`config.mk`:
```
export PLATFORM = sky130hd
export DESIGN_NAME = tcw_seq
export DESIGN_NICKNAME = d
export VERILOG_FILES = /design/src/rtl/tcw_pkg.sv /design/src/rtl/tcw_seq.sv
export SDC_FILE = /design/constraint.sdc
export NUM_CORES = 1
export LEC_CHECK = 0
export CORE_MARGIN = 4
export CORE_UTILIZATION = 58
export DETAILED_ROUTE_END_ITERATION = 6
export DONT_BUFFER_PORTS = 1
export PLACE_DENSITY = 0.8
export SYNTH_ARGS = -nofsm -noshare
export SYNTH_HDL_FRONTEND = slang
export SYNTH_SLANG_ARGS = --single-unit
```
`constraint.sdc`:
```
create_clock -name clk -period 2.75 [get_ports clk]
set_clock_uncertainty 0.2 [all_clocks]
set_input_delay 0.275 -clock clk [delete_from_list [all_inputs] [get_ports clk]]
set_output_delay 0.275 -clock clk [all_outputs]
set_load 0.02 [all_outputs]
```
`src/rtl/tcw_pkg.sv`:
```
// tcw_pkg: shared types, codes and constants of the text console writer
// no dependencies; imported by tcw_seq and text_console_writer
`default_nettype none

package tcw_pkg;

  localparam int DEF_COLS = 80;
  localparam int DEF_ROWS = 25;

  localparam int ACTION_W = 2;
  localparam int CHAR_W   = 8;
  localparam int ATTR_W   = 8;
  localparam int INDEX_W  = 11;
  localparam int OCOL_W   = 7;
  localparam int OROW_W   = 5;
  localparam int CELL_W   = CHAR_W + ATTR_W;

  localparam logic [CHAR_W-1:0] CHAR_BLANK = 8'h20;
  localparam logic [CHAR_W-1:0] CHAR_NL    = 8'h0A;
  localparam logic [CHAR_W-1:0] CHAR_BS    = 8'h08;
  localparam logic [ATTR_W-1:0] RESET_ATTR = 8'h0F;

  typedef enum logic [ACTION_W-1:0] {
    ACT_PUT      = 2'd0,
    ACT_PUT_ATTR = 2'd1,
    ACT_CLEAR    = 2'd2,
    ACT_READ     = 2'd3
  } action_t;

  // finished result handed from the sequencer to the output register
  typedef struct packed {
    logic [OCOL_W-1:0] cursor_col;
    logic [OROW_W-1:0] cursor_row;
    logic              scrolled;
    logic [CELL_W-1:0] cell_value;
  } res_t;

  function automatic logic [CELL_W-1:0] make_cell(input logic [CHAR_W-1:0] ch,
                                                  input logic [ATTR_W-1:0] at);
    return {at, ch};
  endfunction

endpackage

`default_nettype wire

```
`src/rtl/tcw_seq.sv`:
```
// tcw_seq: cursor state and sequencer for the screen ram (puts, scroll copy,
// fills, reads); uses tcw_pkg, drives the ports of one tcw_ram
`default_nettype none

module tcw_seq import tcw_pkg::*; #(
  parameter int COLS  = DEF_COLS,
  parameter int ROWS  = DEF_ROWS,
  localparam int CELLS = COLS * ROWS,
  localparam int AW    = $clog2(CELLS)
) (
  input  wire logic                clk,
  input  wire logic                rst_n,
  input  wire logic                in_valid,
  output logic                     in_ready,
  input  wire logic [ACTION_W-1:0] in_action,
  input  wire logic [CHAR_W-1:0]   in_char_code,
  input  wire logic [ATTR_W-1:0]   in_attr,
  input  wire logic [INDEX_W-1:0]  in_cell_index,
  input  wire logic [ATTR_W-1:0]   text_attr,
  output logic                     res_valid,
  input  wire logic                res_ready,
  output res_t                     res,
  output logic                     wr_en,
  output logic [AW-1:0]            wr_addr,
  output logic [CELL_W-1:0]        wr_data,
  output logic                     rd_en,
  output logic [AW-1:0]            rd_addr,
  input  wire logic [CELL_W-1:0]   rd_data
);

  localparam int CW  = $clog2(CELLS + 1);
  localparam int CLW = $clog2(COLS);
  localparam int RW  = $clog2(ROWS);

  typedef enum logic [2:0] {
    S_INIT,
    S_IDLE,
    S_READ,
    S_COPY,
    S_FILL,
    S_DONE
  } state_t;

  state_t            state_r, state_nxt;
  logic [CLW-1:0]    col_r, col_nxt;
  logic [RW-1:0]     row_r, row_nxt;
  logic [CW-1:0]     src_r, src_nxt;
  logic [AW-1:0]     dst_r, dst_nxt;
  logic              pend_r, pend_nxt;
  logic [CELL_W-1:0] fill_r, fill_nxt;
  logic              scr_r, scr_nxt;
  logic [CELL_W-1:0] val_r, val_nxt;

  logic [AW-1:0]     cur_addr;
  logic [ATTR_W-1:0] put_attr;
  logic              last_row;
  logic              last_col;
  logic              go_scroll;

  assign cur_addr = AW'(row_r) * AW'(COLS) + AW'(col_r);
  assign put_attr = (action_t'(in_action) == ACT_PUT_ATTR) ? in_attr : text_attr;
  assign last_row = (row_r == RW'(ROWS - 1));
  assign last_col = (col_r == CLW'(COLS - 1));

  assign res.cursor_col = OCOL_W'(col_r);
  assign res.cursor_row = OROW_W'(row_r);
  assign res.scrolled   = scr_r;
  assign res.cell_value = val_r;

  always_comb begin
    state_nxt = state_r;
    col_nxt   = col_r;
    row_nxt   = row_r;
    src_nxt   = src_r;
    dst_nxt   = dst_r;
    pend_nxt  = pend_r;
    fill_nxt  = fill_r;
    scr_nxt   = scr_r;
    val_nxt   = val_r;
    in_ready  = 1'b0;
    res_valid = 1'b0;
    wr_en     = 1'b0;
    wr_addr   = cur_addr;
    wr_data   = fill_r;
    rd_en     = 1'b0;
    rd_addr   = src_r[AW-1:0];
    go_scroll = 1'b0;

    case (state_r)
      S_INIT: begin
        wr_en   = 1'b1;
        wr_addr = dst_r;
        wr_data = make_cell(CHAR_BLANK, RESET_ATTR);
        dst_nxt = dst_r + AW'(1);
        if (dst_r == AW'(CELLS - 1)) begin
          state_nxt = S_IDLE;
        end
      end

      S_IDLE: begin
        in_ready = 1'b1;
        if (in_valid) begin
          scr_nxt   = 1'b0;
          val_nxt   = '0;
          fill_nxt  = make_cell(CHAR_BLANK, put_attr);
          state_nxt = S_DONE;
          case (action_t'(in_action))
            ACT_PUT, ACT_PUT_ATTR: begin
              if (in_char_code == CHAR_NL) begin
                col_nxt = '0;
                if (last_row) begin
                  go_scroll = 1'b1;
                end else begin
                  row_nxt = row_r + RW'(1);
                end
              end else if (action_t'(in_action) == ACT_PUT && in_char_code == CHAR_BS) begin
                // backspace at column 0 leaves everything alone
                if (col_r != '0) begin
                  col_nxt = col_r - CLW'(1);
                  wr_en   = 1'b1;
                  wr_addr = cur_addr - AW'(1);
                  wr_data = make_cell(CHAR_BLANK, put_attr);
                end
              end else begin
                wr_en   = 1'b1;
                wr_data = make_cell(in_char_code, put_attr);
                if (last_col) begin
                  col_nxt = '0;
                  if (last_row) begin
                    go_scroll = 1'b1;
                  end else begin
                    row_nxt = row_r + RW'(1);
                  end
                end else begin
                  col_nxt = col_r + CLW'(1);
                end
              end
              if (go_scroll) begin
                scr_nxt   = 1'b1;
                src_nxt   = CW'(COLS);
                dst_nxt   = '0;
                pend_nxt  = 1'b0;
                state_nxt = S_COPY;
              end
            end
            ACT_CLEAR: begin
              col_nxt   = '0;
              row_nxt   = '0;
              dst_nxt   = '0;
              fill_nxt  = make_cell(CHAR_BLANK, text_attr);
              state_nxt = S_FILL;
            end
            ACT_READ: begin
              if (in_cell_index < CELLS) begin
                rd_en     = 1'b1;
                rd_addr   = AW'(in_cell_index);
                state_nxt = S_READ;
              end
            end
            default: begin
              state_nxt = S_DONE;
            end
          endcase
        end
      end

      S_READ: begin
        val_nxt   = rd_data;
        state_nxt = S_DONE;
      end

      S_COPY: begin
        // read one row ahead, write the cell read in the previous cycle
        if (src_r != CW'(CELLS)) begin
          rd_en    = 1'b1;
          src_nxt  = src_r + CW'(1);
          pend_nxt = 1'b1;
        end else begin
          pend_nxt = 1'b0;
        end
        if (pend_r) begin
          wr_en   = 1'b1;
          wr_addr = dst_r;
          wr_data = rd_data;
          dst_nxt = dst_r + AW'(1);
        end
        if (src_r == CW'(CELLS) && !pend_r) begin
          state_nxt = S_FILL;
        end
      end

      S_FILL: begin
        wr_en   = 1'b1;
        wr_addr = dst_r;
        wr_data = fill_r;
        if (dst_r == AW'(CELLS - 1)) begin
          state_nxt = S_DONE;
        end else begin
          dst_nxt = dst_r + AW'(1);
        end
      end

      S_DONE: begin
        res_valid = 1'b1;
        if (res_ready) begin
          state_nxt = S_IDLE;
        end
      end

      default: begin
        state_nxt = S_IDLE;
      end
    endcase
  end

  always_ff @(posedge clk) begin
    if (!rst_n) begin
      state_r <= S_INIT;
      col_r   <= '0;
      row_r   <= '0;
      dst_r   <= '0;
      pend_r  <= 1'b0;
    end else begin
      state_r <= state_nxt;
      col_r   <= col_nxt;
      row_r   <= row_nxt;
      dst_r   <= dst_nxt;
      pend_r  <= pend_nxt;
    end
    src_r  <= src_nxt;
    fill_r <= fill_nxt;
    scr_r  <= scr_nxt;
    val_r  <= val_nxt;
  end

endmodule

`default_nettype wire
```
Word-level counts from Yosys, hierarchy flattened:

Index checks and enable logic that the tools add are counted.

* flip-flop bits (word level): 71
* input port bits: 57
* output and inout port bits: 71

* $add $sub $neg: 7
* $mul: 1
* $lt $le $gt $ge: 1
* equal/unequal tests: 30
* mux-type cells: 78
* reduce and logical (&&, ||, !) cells: 20

Operator list (count)
* $mux W11: 18
* $mux W16: 8
* $pmux W16 S3: 1
* $pmux W11 S2: 2
* $pmux W11 S4: 1
* $pmux W11 S3: 1
* $pmux W16 S2: 1
* $mux W7: 4
* $mux W1: 23
* $add A11 B1 Y11 const B: 2
* $eq A11 B11 Y1 const B: 2
* $mux W3: 7
* $mux W5: 4
* $ne A2 B2 Y1 const B: 9
* $pmux W3 S6: 1
* $eq A8 B4 Y1 const B: 2
* $reduce_and A5 Y1: 3
* $pmux W7 S2: 1
* $add A11 B7 Y11: 1
* $lt A11 B11 Y1 const B: 1
* $ne A11 B11 Y1 const B: 1
* $sub A11 B1 Y11 const B: 1
* $pmux W5 S2: 1
* $ne A3 B3 Y1 const B: 3
* 29 further kinds: 39

Longest topological paths before layout:

Gate-level depths: netlist of the first run.

* depth in word-level cells: 12
* mapped depth: 10
* gate-level depth less buffers: 10

Least setup slack after synthesis of the first run:

No wires, ideal clock.

* path kind: reg-to-output
* start point: reg row_r[1]
* end point: out wr_addr[10]
* data arrival time: 2.793 ns
* setup slack: -0.518 ns
* stages on the path, launching flop included: 11
* path buffers: 0
* cells stage by stage: dfxtp_1 -> ha_1 -> ha_1 -> inv_1 -> fa_1 -> inv_1 -> o211ai_1 -> o21bai_1 -> a2111oi_0 -> xor2_1 -> o221ai_1

* cells in the longest elaborated chain, start to end: 9
* elaborated cells on any way between the ends: 10

Ends and longest elaborated chain
* from (decl): line tcw_seq.sv:46 `logic [RW-1:0] row_r, row_nxt;`
* from (signal assigned): line tcw_seq.sv:226 `row_r <= row_nxt;`
* $mul A5 B3 Y7 *: line tcw_seq.sv:60 `assign cur_addr = AW'(row_r) * AW'(COLS) + AW'(col_r);`
* $add A11 B7 Y11 *: line tcw_seq.sv:60
* $sub A11 B1 Y11: line tcw_seq.sv:121 `wr_addr = cur_addr - AW'(1);`
* $mux W11: line tcw_seq.sv:118 `if (col_r != '0) begin`
* $mux W11: line tcw_seq.sv:116 `end else if (action_t'(in_action) == ACT_PUT && in_char_code == CHAR_BS) begin`
* $mux W11: line tcw_seq.sv:109 `if (in_char_code == CHAR_NL) begin`
* $mux W11: line tcw_seq.sv:107 `case (action_t'(in_action))`
* $mux W11: line tcw_seq.sv:102 `if (in_valid) begin`
* $pmux W11 S3 *: line tcw_seq.sv:89 `case (state_r)`
* to (decl): line tcw_seq.sv:24 `output logic [AW-1:0] wr_addr,`

Every way passes the cells marked *; elsewhere a longest branch is shown, timed or not.

Worst setup path in the final report of the first run:

* start point: reg row_r[2]
* end point: out wr_addr[10]

Same word-level chain as after synthesis.

==> results of run 1 <==
==> metal layers <==
layer	wire length (um)	part of all wire, %	vias up
met5	0	0	-
met4	742	4.9	0
met3	1694	11	70
met2	7411	48	351
met1	5445	36	2148
li1	-	-	2036
==> tightest hold or removal path: stages <==
cell,delay [ns]
sky130_fd_sc_hd__o22ai_1,0.05
sky130_fd_sc_hd__o21ai_0,0.15
sky130_fd_sc_hd__a21oi_1,0.07
==> cell families (layout without fill, tap and decap cells) <==
group	Yosys count	in the layout	synth area share, %
AND/OR/NAND/NOR	221	221	26.03
AO/OA/AOI/OAI	110	110	17.38
flip-flops	63	63	36.15
buffers and inverters	44	138	4.212
XOR/XNOR	29	29	5.663
multiplexers	21	21	5.216
adder cells (fa/ha/maj)	18	18	5.356
other	0	1	0
==> synth_stat cells, types with 2 or more instances <==
cell                         n  share of area, %
sky130_fd_sc_hd__nor2_1     42               3.5
sky130_fd_sc_hd__inv_1      20               1.7
sky130_fd_sc_hd__clkbuf_1   17               1.4
sky130_fd_sc_hd__a221o_1     4              0.89
sky130_fd_sc_hd__o31ai_1     2              0.33
sky130_fd_sc_hd__o21ai_0    25               2.8
sky130_fd_sc_hd__a21oi_2     2              0.39
sky130_fd_sc_hd__and3_1      6              0.84
sky130_fd_sc_hd__o21ai_1     2              0.22
sky130_fd_sc_hd__nand4_1     2              0.28
sky130_fd_sc_hd__dfxtp_1    27                12
sky130_fd_sc_hd__mux2_2     19               4.8
sky130_fd_sc_hd__a31oi_1     4              0.56
sky130_fd_sc_hd__nor3b_1     5              0.84
sky130_fd_sc_hd__o22a_1      2              0.39
sky130_fd_sc_hd__nand4b_1    5              0.98
sky130_fd_sc_hd__nor4_1      3              0.42
sky130_fd_sc_hd__ha_1       16               4.5
sky130_fd_sc_hd__nand2_1    55               4.6
sky130_fd_sc_hd__edfxtp_1   36                24
sky130_fd_sc_hd__and2_1     20               2.8
sky130_fd_sc_hd__buf_6       2              0.50
sky130_fd_sc_hd__a22oi_1     5              0.84
sky130_fd_sc_hd__nand2b_1   15               2.1
sky130_fd_sc_hd__nand3b_1    4              0.67
sky130_fd_sc_hd__o22ai_1     3              0.42
sky130_fd_sc_hd__nand3_1    23               2.6
sky130_fd_sc_hd__xnor2_1    14               2.7
sky130_fd_sc_hd__a22o_1      7               1.4
sky130_fd_sc_hd__fa_1        2              0.89
sky130_fd_sc_hd__xor2_1     15               2.9
sky130_fd_sc_hd__o211ai_1    8               1.3
sky130_fd_sc_hd__a211oi_1    3              0.50
sky130_fd_sc_hd__o221ai_1    3              0.59
sky130_fd_sc_hd__a21oi_1    22               2.5
sky130_fd_sc_hd__nor2b_1     5              0.70
sky130_fd_sc_hd__buf_2       3              0.33
sky130_fd_sc_hd__nor3_1     19               2.1
sky130_fd_sc_hd__o32ai_1     3              0.59
sky130_fd_sc_hd__mux2i_1     2              0.45
sky130_fd_sc_hd__or2_2       3              0.42
sky130_fd_sc_hd__o2111ai_1   2              0.39
==> path summary, 6_finish.rpt <==
kind                                 from     endpoint  slack, ns  cells past startpoint
worst max-delay path             row_r[2]  wr_addr[10]      -0.58                      9
worst min-delay path            res_ready   state_r[2]       0.04                      3
worst max register to register   col_r[2]     dst_r[2]      -0.08                      6
worst min register to register     pend_r       pend_r       0.33                      2
==> flip-flops by register name, indices dropped and copies added, names as in the netlist <==
name     cells
val_r       16
scr_r        1
src_r       11
row_r        5
dst_r       11
fill_r       8
pend_r       1
state_r      3
col_r        7
==> where the power goes <==
part	internal [W]	switching [W]
combinational	0.0000638	0.0000519
clock	0.000512	0.000414
sequential	0.000987	0.00000606
==> repair_timing <==
action | in CTS | in global routing
hold endpoints to repair | 35 | 0
pin swaps | 10 | 26
setup buffers | 2 | 6
gates resized for setup | 17 | 55
hold buffers | 33 | 0
setup endpoints to repair | 17 | 55
==> per-stage QoR <==
step           util (%)  hold WS (ns)
2_1_floorplan         -        0.2284
3_3_place_gp      68.91        0.2117
3_5_place_dp      68.91        0.2244
4_1_cts           77.76       0.02211
5_1_grt           81.99       0.03912
6_report          81.99       0.03599
==> layout make-up <==
| type | count | area, um2 | share of cell area [%] |
|---|---|---|---|
| multi-input combinational | 399 | 3097 | 51.25 |
| sequential | 63 | 1642 | 27.17 |
| timing repair buffer | 102 | 879.6 | 14.56 |
| clock buffer | 9 | 123.9 | 2.050 |
| tap | 99 | 123.9 | 2.050 |
| clock inverter | 7 | 96.34 | 1.595 |
| inverter | 20 | 77.57 | 1.284 |
| antenna | 1 | 2.502 | 0.04142 |
==> cells in the final DEF, fill, tap and decap left out, types with 5 or more instances in the layout <==
cell / n
sky130_fd_sc_hd__buf_4: 63
sky130_fd_sc_hd__nand2_1: 45
sky130_fd_sc_hd__nor2_1: 41
sky130_fd_sc_hd__edfxtp_1: 36
sky130_fd_sc_hd__dlygate4sd3_1: 33
sky130_fd_sc_hd__a21oi_1: 21
sky130_fd_sc_hd__o21ai_0: 20
sky130_fd_sc_hd__mux2_2: 19
sky130_fd_sc_hd__dfxtp_1: 19
sky130_fd_sc_hd__and2_1: 18
sky130_fd_sc_hd__inv_1: 16
sky130_fd_sc_hd__nor3_1: 15
sky130_fd_sc_hd__nand2b_1: 14
sky130_fd_sc_hd__nand3_1: 14
sky130_fd_sc_hd__xor2_1: 13
sky130_fd_sc_hd__ha_1: 11
sky130_fd_sc_hd__xnor2_1: 10
sky130_fd_sc_hd__nand2_2: 10
sky130_fd_sc_hd__clkbuf_8: 9
sky130_fd_sc_hd__o211ai_1: 8
sky130_fd_sc_hd__nand3_4: 8
sky130_fd_sc_hd__a22o_1: 7
sky130_fd_sc_hd__and3_1: 6
sky130_fd_sc_hd__nand4b_1: 5
sky130_fd_sc_hd__ha_4: 5
sky130_fd_sc_hd__buf_6: 5
==> impl_summary.md, run 1 <==
Synthesis
The synthesized netlist occupies a cell area of 4486 um2. The number of synthesized flops with an enable pin is 36. The share of synthesized area occupied by flip-flops and latches is 36.15%.

In the synthesized netlist the dominant register cell turns out to be sky130_fd_sc_hd__edfxtp_1. The synthesis-stage register bit count is 63. The count of distinct cell types in the synthesized netlist is 71.

The average instance in the mapped netlist occupies 8.865 um2. The share of async-settable or async-resettable flops after synthesis is 0%. Synthesis produced a netlist whose cell count is 506. The number of nets produced by synthesis is 581. For this run, the number of Yosys warnings is 0.

Cells and area
Leaving out filler cells and counting taps, the final layout contains 700. The post-route standard cell area excluding fillers is 6042 um2. The net count of the finished layout is 670. The area growth from synthesis to final layout is 34.70%. The fill cell instance count of the final layout is 400. Cells with a size suffix above 1 make up 31.17% of the layout.

Worst setup path
The kind of end point of the critical path is an output port. Counting stages on the worst path, the most repeated cell is sky130_fd_sc_hd__ha_1. The endpoint arrival time on the critical path is 2.86 ns. Together, buffers and inverters on the worst path number 1. The worst setup path is launched from a flip-flop. On the worst path, the slowest cell contributes a delay of 0.42 ns.

The data required time of the critical path is 2.28 ns. The path type of the worst setup path is reg -> out. Of all nets on the critical path, the largest fanout is 4. On the critical path the largest part of the delay comes from compound AO/OA/AOI/OAI gates. Among all stages on the critical path, the largest delay is contributed by sky130_fd_sc_hd__a2111oi_2. Walking the worst path, the cells encountered are ha_1, ha_1, nor2b_2, o21ai_2, nand3_1, a2111oi_2, xor2_1, o221ai_2, buf_4.

Placed design
The wire-length estimate of the detail-placed layout is 9.896 mm. The placement-stage cell area is 5079 um2. The cell total after placement is 642. The worst setup slack after placement is -0.2249 ns. The count of buffers added on input and output ports is 0.

The weighted congestion at the end of routability-driven global placement is 0.9136.

Global routing
After global routing, the most crowded layer is met2. After global routing the overflow that remains totals 0. The via count of the first global-routing pass is 4,291. Global routing consumed, on the met3 layer, 7.506% of the routing resources. Entering global routing, the biggest net connects 18 pins. The number of antenna violations at the first check in global routing was 1. For this run, the total global-route usage over all layers was measured as 30.79%.

The first-pass GRT wire length is 21.60 mm. The global-route track usage on met2 is 52.52%. Global routing consumed, on the met1 layer, 36.40% of the routing resources.

CTS
The library cell used as clock root buffer is sky130_fd_sc_hd__clkbuf_8. The clock latency on the worst-skew pair is 0.36 ns. The number of clock buffers added by TritonCTS is 9. The clock tree synthesis step divided the H-tree into 3 levels. The maximum buffer depth of the clock tree is 2. TritonCTS built the clock tree.

The count of clock tree sinks is 63. Clock-pin slew was measured on the worst setup and hold paths at 0.07 ns.

Timing
The minimum period implied by the final worst setup slack is 3.334 ns. The final critical path takes up 121.2% of the cycle. Setup total negative slack on the finished layout was measured at -2.490 ns.

Derived from the worst setup path, the maximum achievable clock frequency is 0.2999 GHz. Setup repair after global routing could not meet its margin everywhere. The final number of hold-violating endpoints was 0. The final-report max-slew violation count was 0. After layout, the worst setup slack is -0.5841 ns. The worst slew slack as a fraction of its limit is 35.39%.

At the pin with the least slew margin, the transition time is 0.9634 ns. Setup violations remaining at the end of the flow were counted as 22.

Run status
The run finished, with violations left. The final reports fail on negative setup slack.

Detailed routing
The pre-antenna-repair detailed-routing pass consisted of 7 iterations. The detail route stage leaves a number of antenna-violating nets equal to 0. The detailed router finished its first iteration with 493 violations. The total via count after detailed routing is 4,605. Using the TritonRoute via totals, the vias-per-cell ratio works out to 6.579. The routed design has 15.29 mm of wire. In the routed design, unresolved DRC markers number 0.

Dividing the detail-routed wire length by the instance count gives 21.85 um.

Power
The total power density per cell area is 336.6 nW/um2. The maximum VDD drop is 0.2657 mV. After layout, the design draws a total of 0.002034 W. The analysis attributes to cell leakage a power of 2.295 nW.

Floorplanning
128 I/O pins were placed. The area of the die is 9204 um2. From left edge to right edge, the die measures 95.94 um. The placeable core area is 7370 um2. The floorplan has 31 rows. The die is 95.94 um tall. The initial utilization of the core area, before any placement, comes to 60.87%.

Min path
In this run the worst hold path is classified as in -> reg.

Flow run
The number of violations of the max-capacitance limit is 0.
(Power assumes the default switching activity.)
==> run 2, diff against run 1 <==
Settings changed: CORE_UTILIZATION 58 to 55, PLACE_DENSITY 0.8 to 0.77.
==> run 2 against run 1 <==
  * Total power fell by 6.4%
  * Cell count grew 1.3%
  * Cell area rose by 1.6%
  * Global-route usage down 1.9 points
  * Combinational power barely moved
  * Register-to-register slack improved by 0.05 ns
  * Clock power decreased by 14%
  * Die area increased by 5.0%
  * The run still ends with negative setup slack left
  * Critical endpoint unchanged
  * Sequential power barely moved
  * Fmax is 1.5% higher
  * Sequential share of layout area shrank 0.42 points
==> impl_summary.md, run 2 (same netlist as run 1, synthesis figures left out) <==
Run status
The run finished, with violations left. The checks that failed: negative setup slack.

Worst setup path
The cell family contributing the most delay on the critical path is adder cells. By instance count, the cell type seen most on the critical path is sky130_fd_sc_hd__ha_4. STA puts the critical path data arrival time at 2.81 ns. The slowest stage of the critical path belongs to the cell sky130_fd_sc_hd__fa_2. The worst setup path is captured at an output port. The maximum net fanout on the critical path is 3. For the worst setup path, the data required time is 2.28 ns. The maximum cell stage delay along the critical path is 0.45 ns. Traced cell by cell, the critical path runs through ha_4, ha_4, inv_4, fa_2, inv_2, o211ai_1, o21bai_1, a2111oi_4, xor2_1, o221ai_2, buf_4. The worst setup path is of the reg -> out kind.

STA classifies the critical path startpoint as a flip-flop. The count of buffering cells on the critical path with inverters included is 3.

Cells and area
The post-route standard cell area excluding fillers is 6136 um2. The register with the most flip-flops in the layout has 16 of them. Counting the fill cells in the layout gives 519. 0 antenna diodes ended up in the layout. The fraction of layout cells with a size suffix above 1 is 32.62%. The library cells used most frequently in the layout, excluding fill and tap cells, are 64 x sky130_fd_sc_hd__buf_4, 44 x sky130_fd_sc_hd__nand2_1, 40 x sky130_fd_sc_hd__nor2_1. The share of the core filled with cells in the final layout is 78.19%. The largest registers in the layout are val_r (16), dst_r (11), src_r (11). The final layout net count is 677. The most common cell after layout, fill and taps aside is sky130_fd_sc_hd__buf_4.

Compared with the post-synthesis result, the final layout area differs by 36.79%. Ranked by flip-flop count, first place goes to val_r.

Power
The maximum VDD drop is 0.2965 mV. Power spread over the standard cell area amounts to 310.3 nW/um2. The cell leakage power is 2.377 nW.

Timing
The final worst-path setup slack is -0.5347 ns. Setup violations remaining at the end of the flow were counted as 18. The worst path in the final design needs a cycle of 3.285 ns, including I/O delays and setup. The final-report max-slew violation count is 0.

The maximum operating frequency is 0.3044 GHz. Setup repair after global routing could not meet its margin everywhere. The post-route fraction of the period consumed by the critical path is 119.4%. The worst slew slack as a fraction of its limit is 50.79%. The final number of hold-violating endpoints was 0. At the pin with the least slew margin, the transition time is 0.7355 ns.

Floorplanning
The floorplan step defined a core boundary enclosing 7848 um2. Pin placement for this block handled 128 I/O pins. From left edge to right edge, the die measures 98.31 um. The placement row count is 32. The die outline height is 98.31 um. The floorplan step defined a die boundary enclosing 9665 um2. The initial utilization of the core area, before any placement, comes to 57.16%.

Placed design
Routability-driven placement finished with a final weighted congestion of 0.9131. Detailed placement finished with a half-perimeter wire length of 9.942 mm. Port buffering added 0 buffers.

In this run the cell area measured after placement is 5135 um2.

Global routing
The via count of the first global-routing pass is 4,458. Entering global routing, the biggest net connects 18 pins. After global routing the overflow that remains totals 0.

The first global-routing pass estimated 22.81 mm of wire. The number of antenna violations at the first check in global routing is 0. Global routing consumed, over all layers together, 28.93% of the routing resources.

CTS
The library cell used as clock root buffer is sky130_fd_sc_hd__clkbuf_8. The clock passes through at most 2 buffers. The clock reaches the later pin of the worst-skew pair after 0.36 ns. The TritonCTS clock tree is done. The number of buffers added by the clock tree synthesis step is 9. The clock net in this run drives a total of 63 sinks. The H-tree level count is 3.

The clock-pin slew on the worst setup and hold paths is 0.08 ns.

Detailed routing
The violation count after the first detailed-routing iteration is 249. Detailed routing inserted a total of 4,496 vias. Before antenna repair, the detailed router went through 6 iterations. The total detailed-routing wirelength is 14.90 mm.

After detailed routing, the number of remaining DRC violations is 0. The count of nets left with antenna violations once routing finished came out at 0. The detail-routed via count per cell is 6.341.

In the final routed layout, each cell accounts on average for 21.01 um.

Flow run
The number of violations of the max-capacitance limit is 0.

Min path
The worst min-delay path class is in -> reg.
-- run 2: changes by cell type in the layout (fill, tap and decap cells not counted), sizes merged --
cell / before / now
clkinv: 2 / 4
inv: 21 / 20
bufinv: 2 / 1
diode: 1 / 0
clkinvlp: 2 / 0
clkbuf: 9 / 12
buf: 69 / 75
-- run 2: final cells by class --
type,instances,area [um2],share of cell area [%]
multi-input combinational,399,3131,51.02
sequential,63,1642,26.75
timing repair buffer,109,972.2,15.84
clock buffer,11,131.4,2.141
tap,102,127.6,2.080
inverter,20,82.58,1.346
clock inverter,5,50.05,0.8157
-- run 2: per-stage QoR --
step / setup WS (ns) / instances / hold slack, ns / TNS [ns] / total power (W)
finish: -0.5347 / 709 / 0.04168 / -1.979 / 0.001904
global route: -0.6228 / 709 / 0.05413 / -3.264 / 0.001957
CTS: -0.5327 / 708 / 0.02194 / -1.765 / 0.001897
detailed placement: -0.2653 / 652 / 0.2225 / -0.5125 / 0.001079
global placement: -0.2127 / 652 / 0.2155 / -0.2930 / 0.001077
floorplan: -0.1011 / 506 / 0.2284 / -0.1011 / 0.001070
-- run 2: timing repair --
item,in CTS,in global routing
buffers inserted,7,3
resized for setup,43,49
pin swaps,22,15
cloned,0,1
hold buffers,33,0
endpoints found under the setup margin,28,37
hold endpoints to repair,35,0
-- run 2: path summary, 6_finish.rpt --
kind            endpoint  slack, ns  startpoint  cells after the start
min reg2reg    dst_r[10]       0.31   dst_r[10]                      2
max reg2reg     src_r[4]      -0.03    col_r[1]                      9
min           state_r[2]       0.04   res_ready                      3
max          wr_addr[10]      -0.53    row_r[1]                     11
-- run 2: power by group --
part	internal (W)	total [W]	switching, W
Clock	0.000413	0.000797	0.000384
Sequential	0.000987	0.000993	0.00000560
Combinational	0.0000632	0.000114	0.0000507
Total	0.00146	0.00190	0.000440
-- run 2: worst min-delay path: cells and delay by family --
family,cells,cell delay (ns)
AOI/OAI and AO/OA,3,0.27
-- run 2: per-layer routing --
metal / up-vias / track usage (%) / part of all wire, %
li1: 2036 / - / -
met3: 53 / 6.214 / 9.8
met2: 276 / 50.49 / 50
met4: 0 / 10.71 / 3.4
met1: 2131 / 34.87 / 37
met5: - / 0 / 0
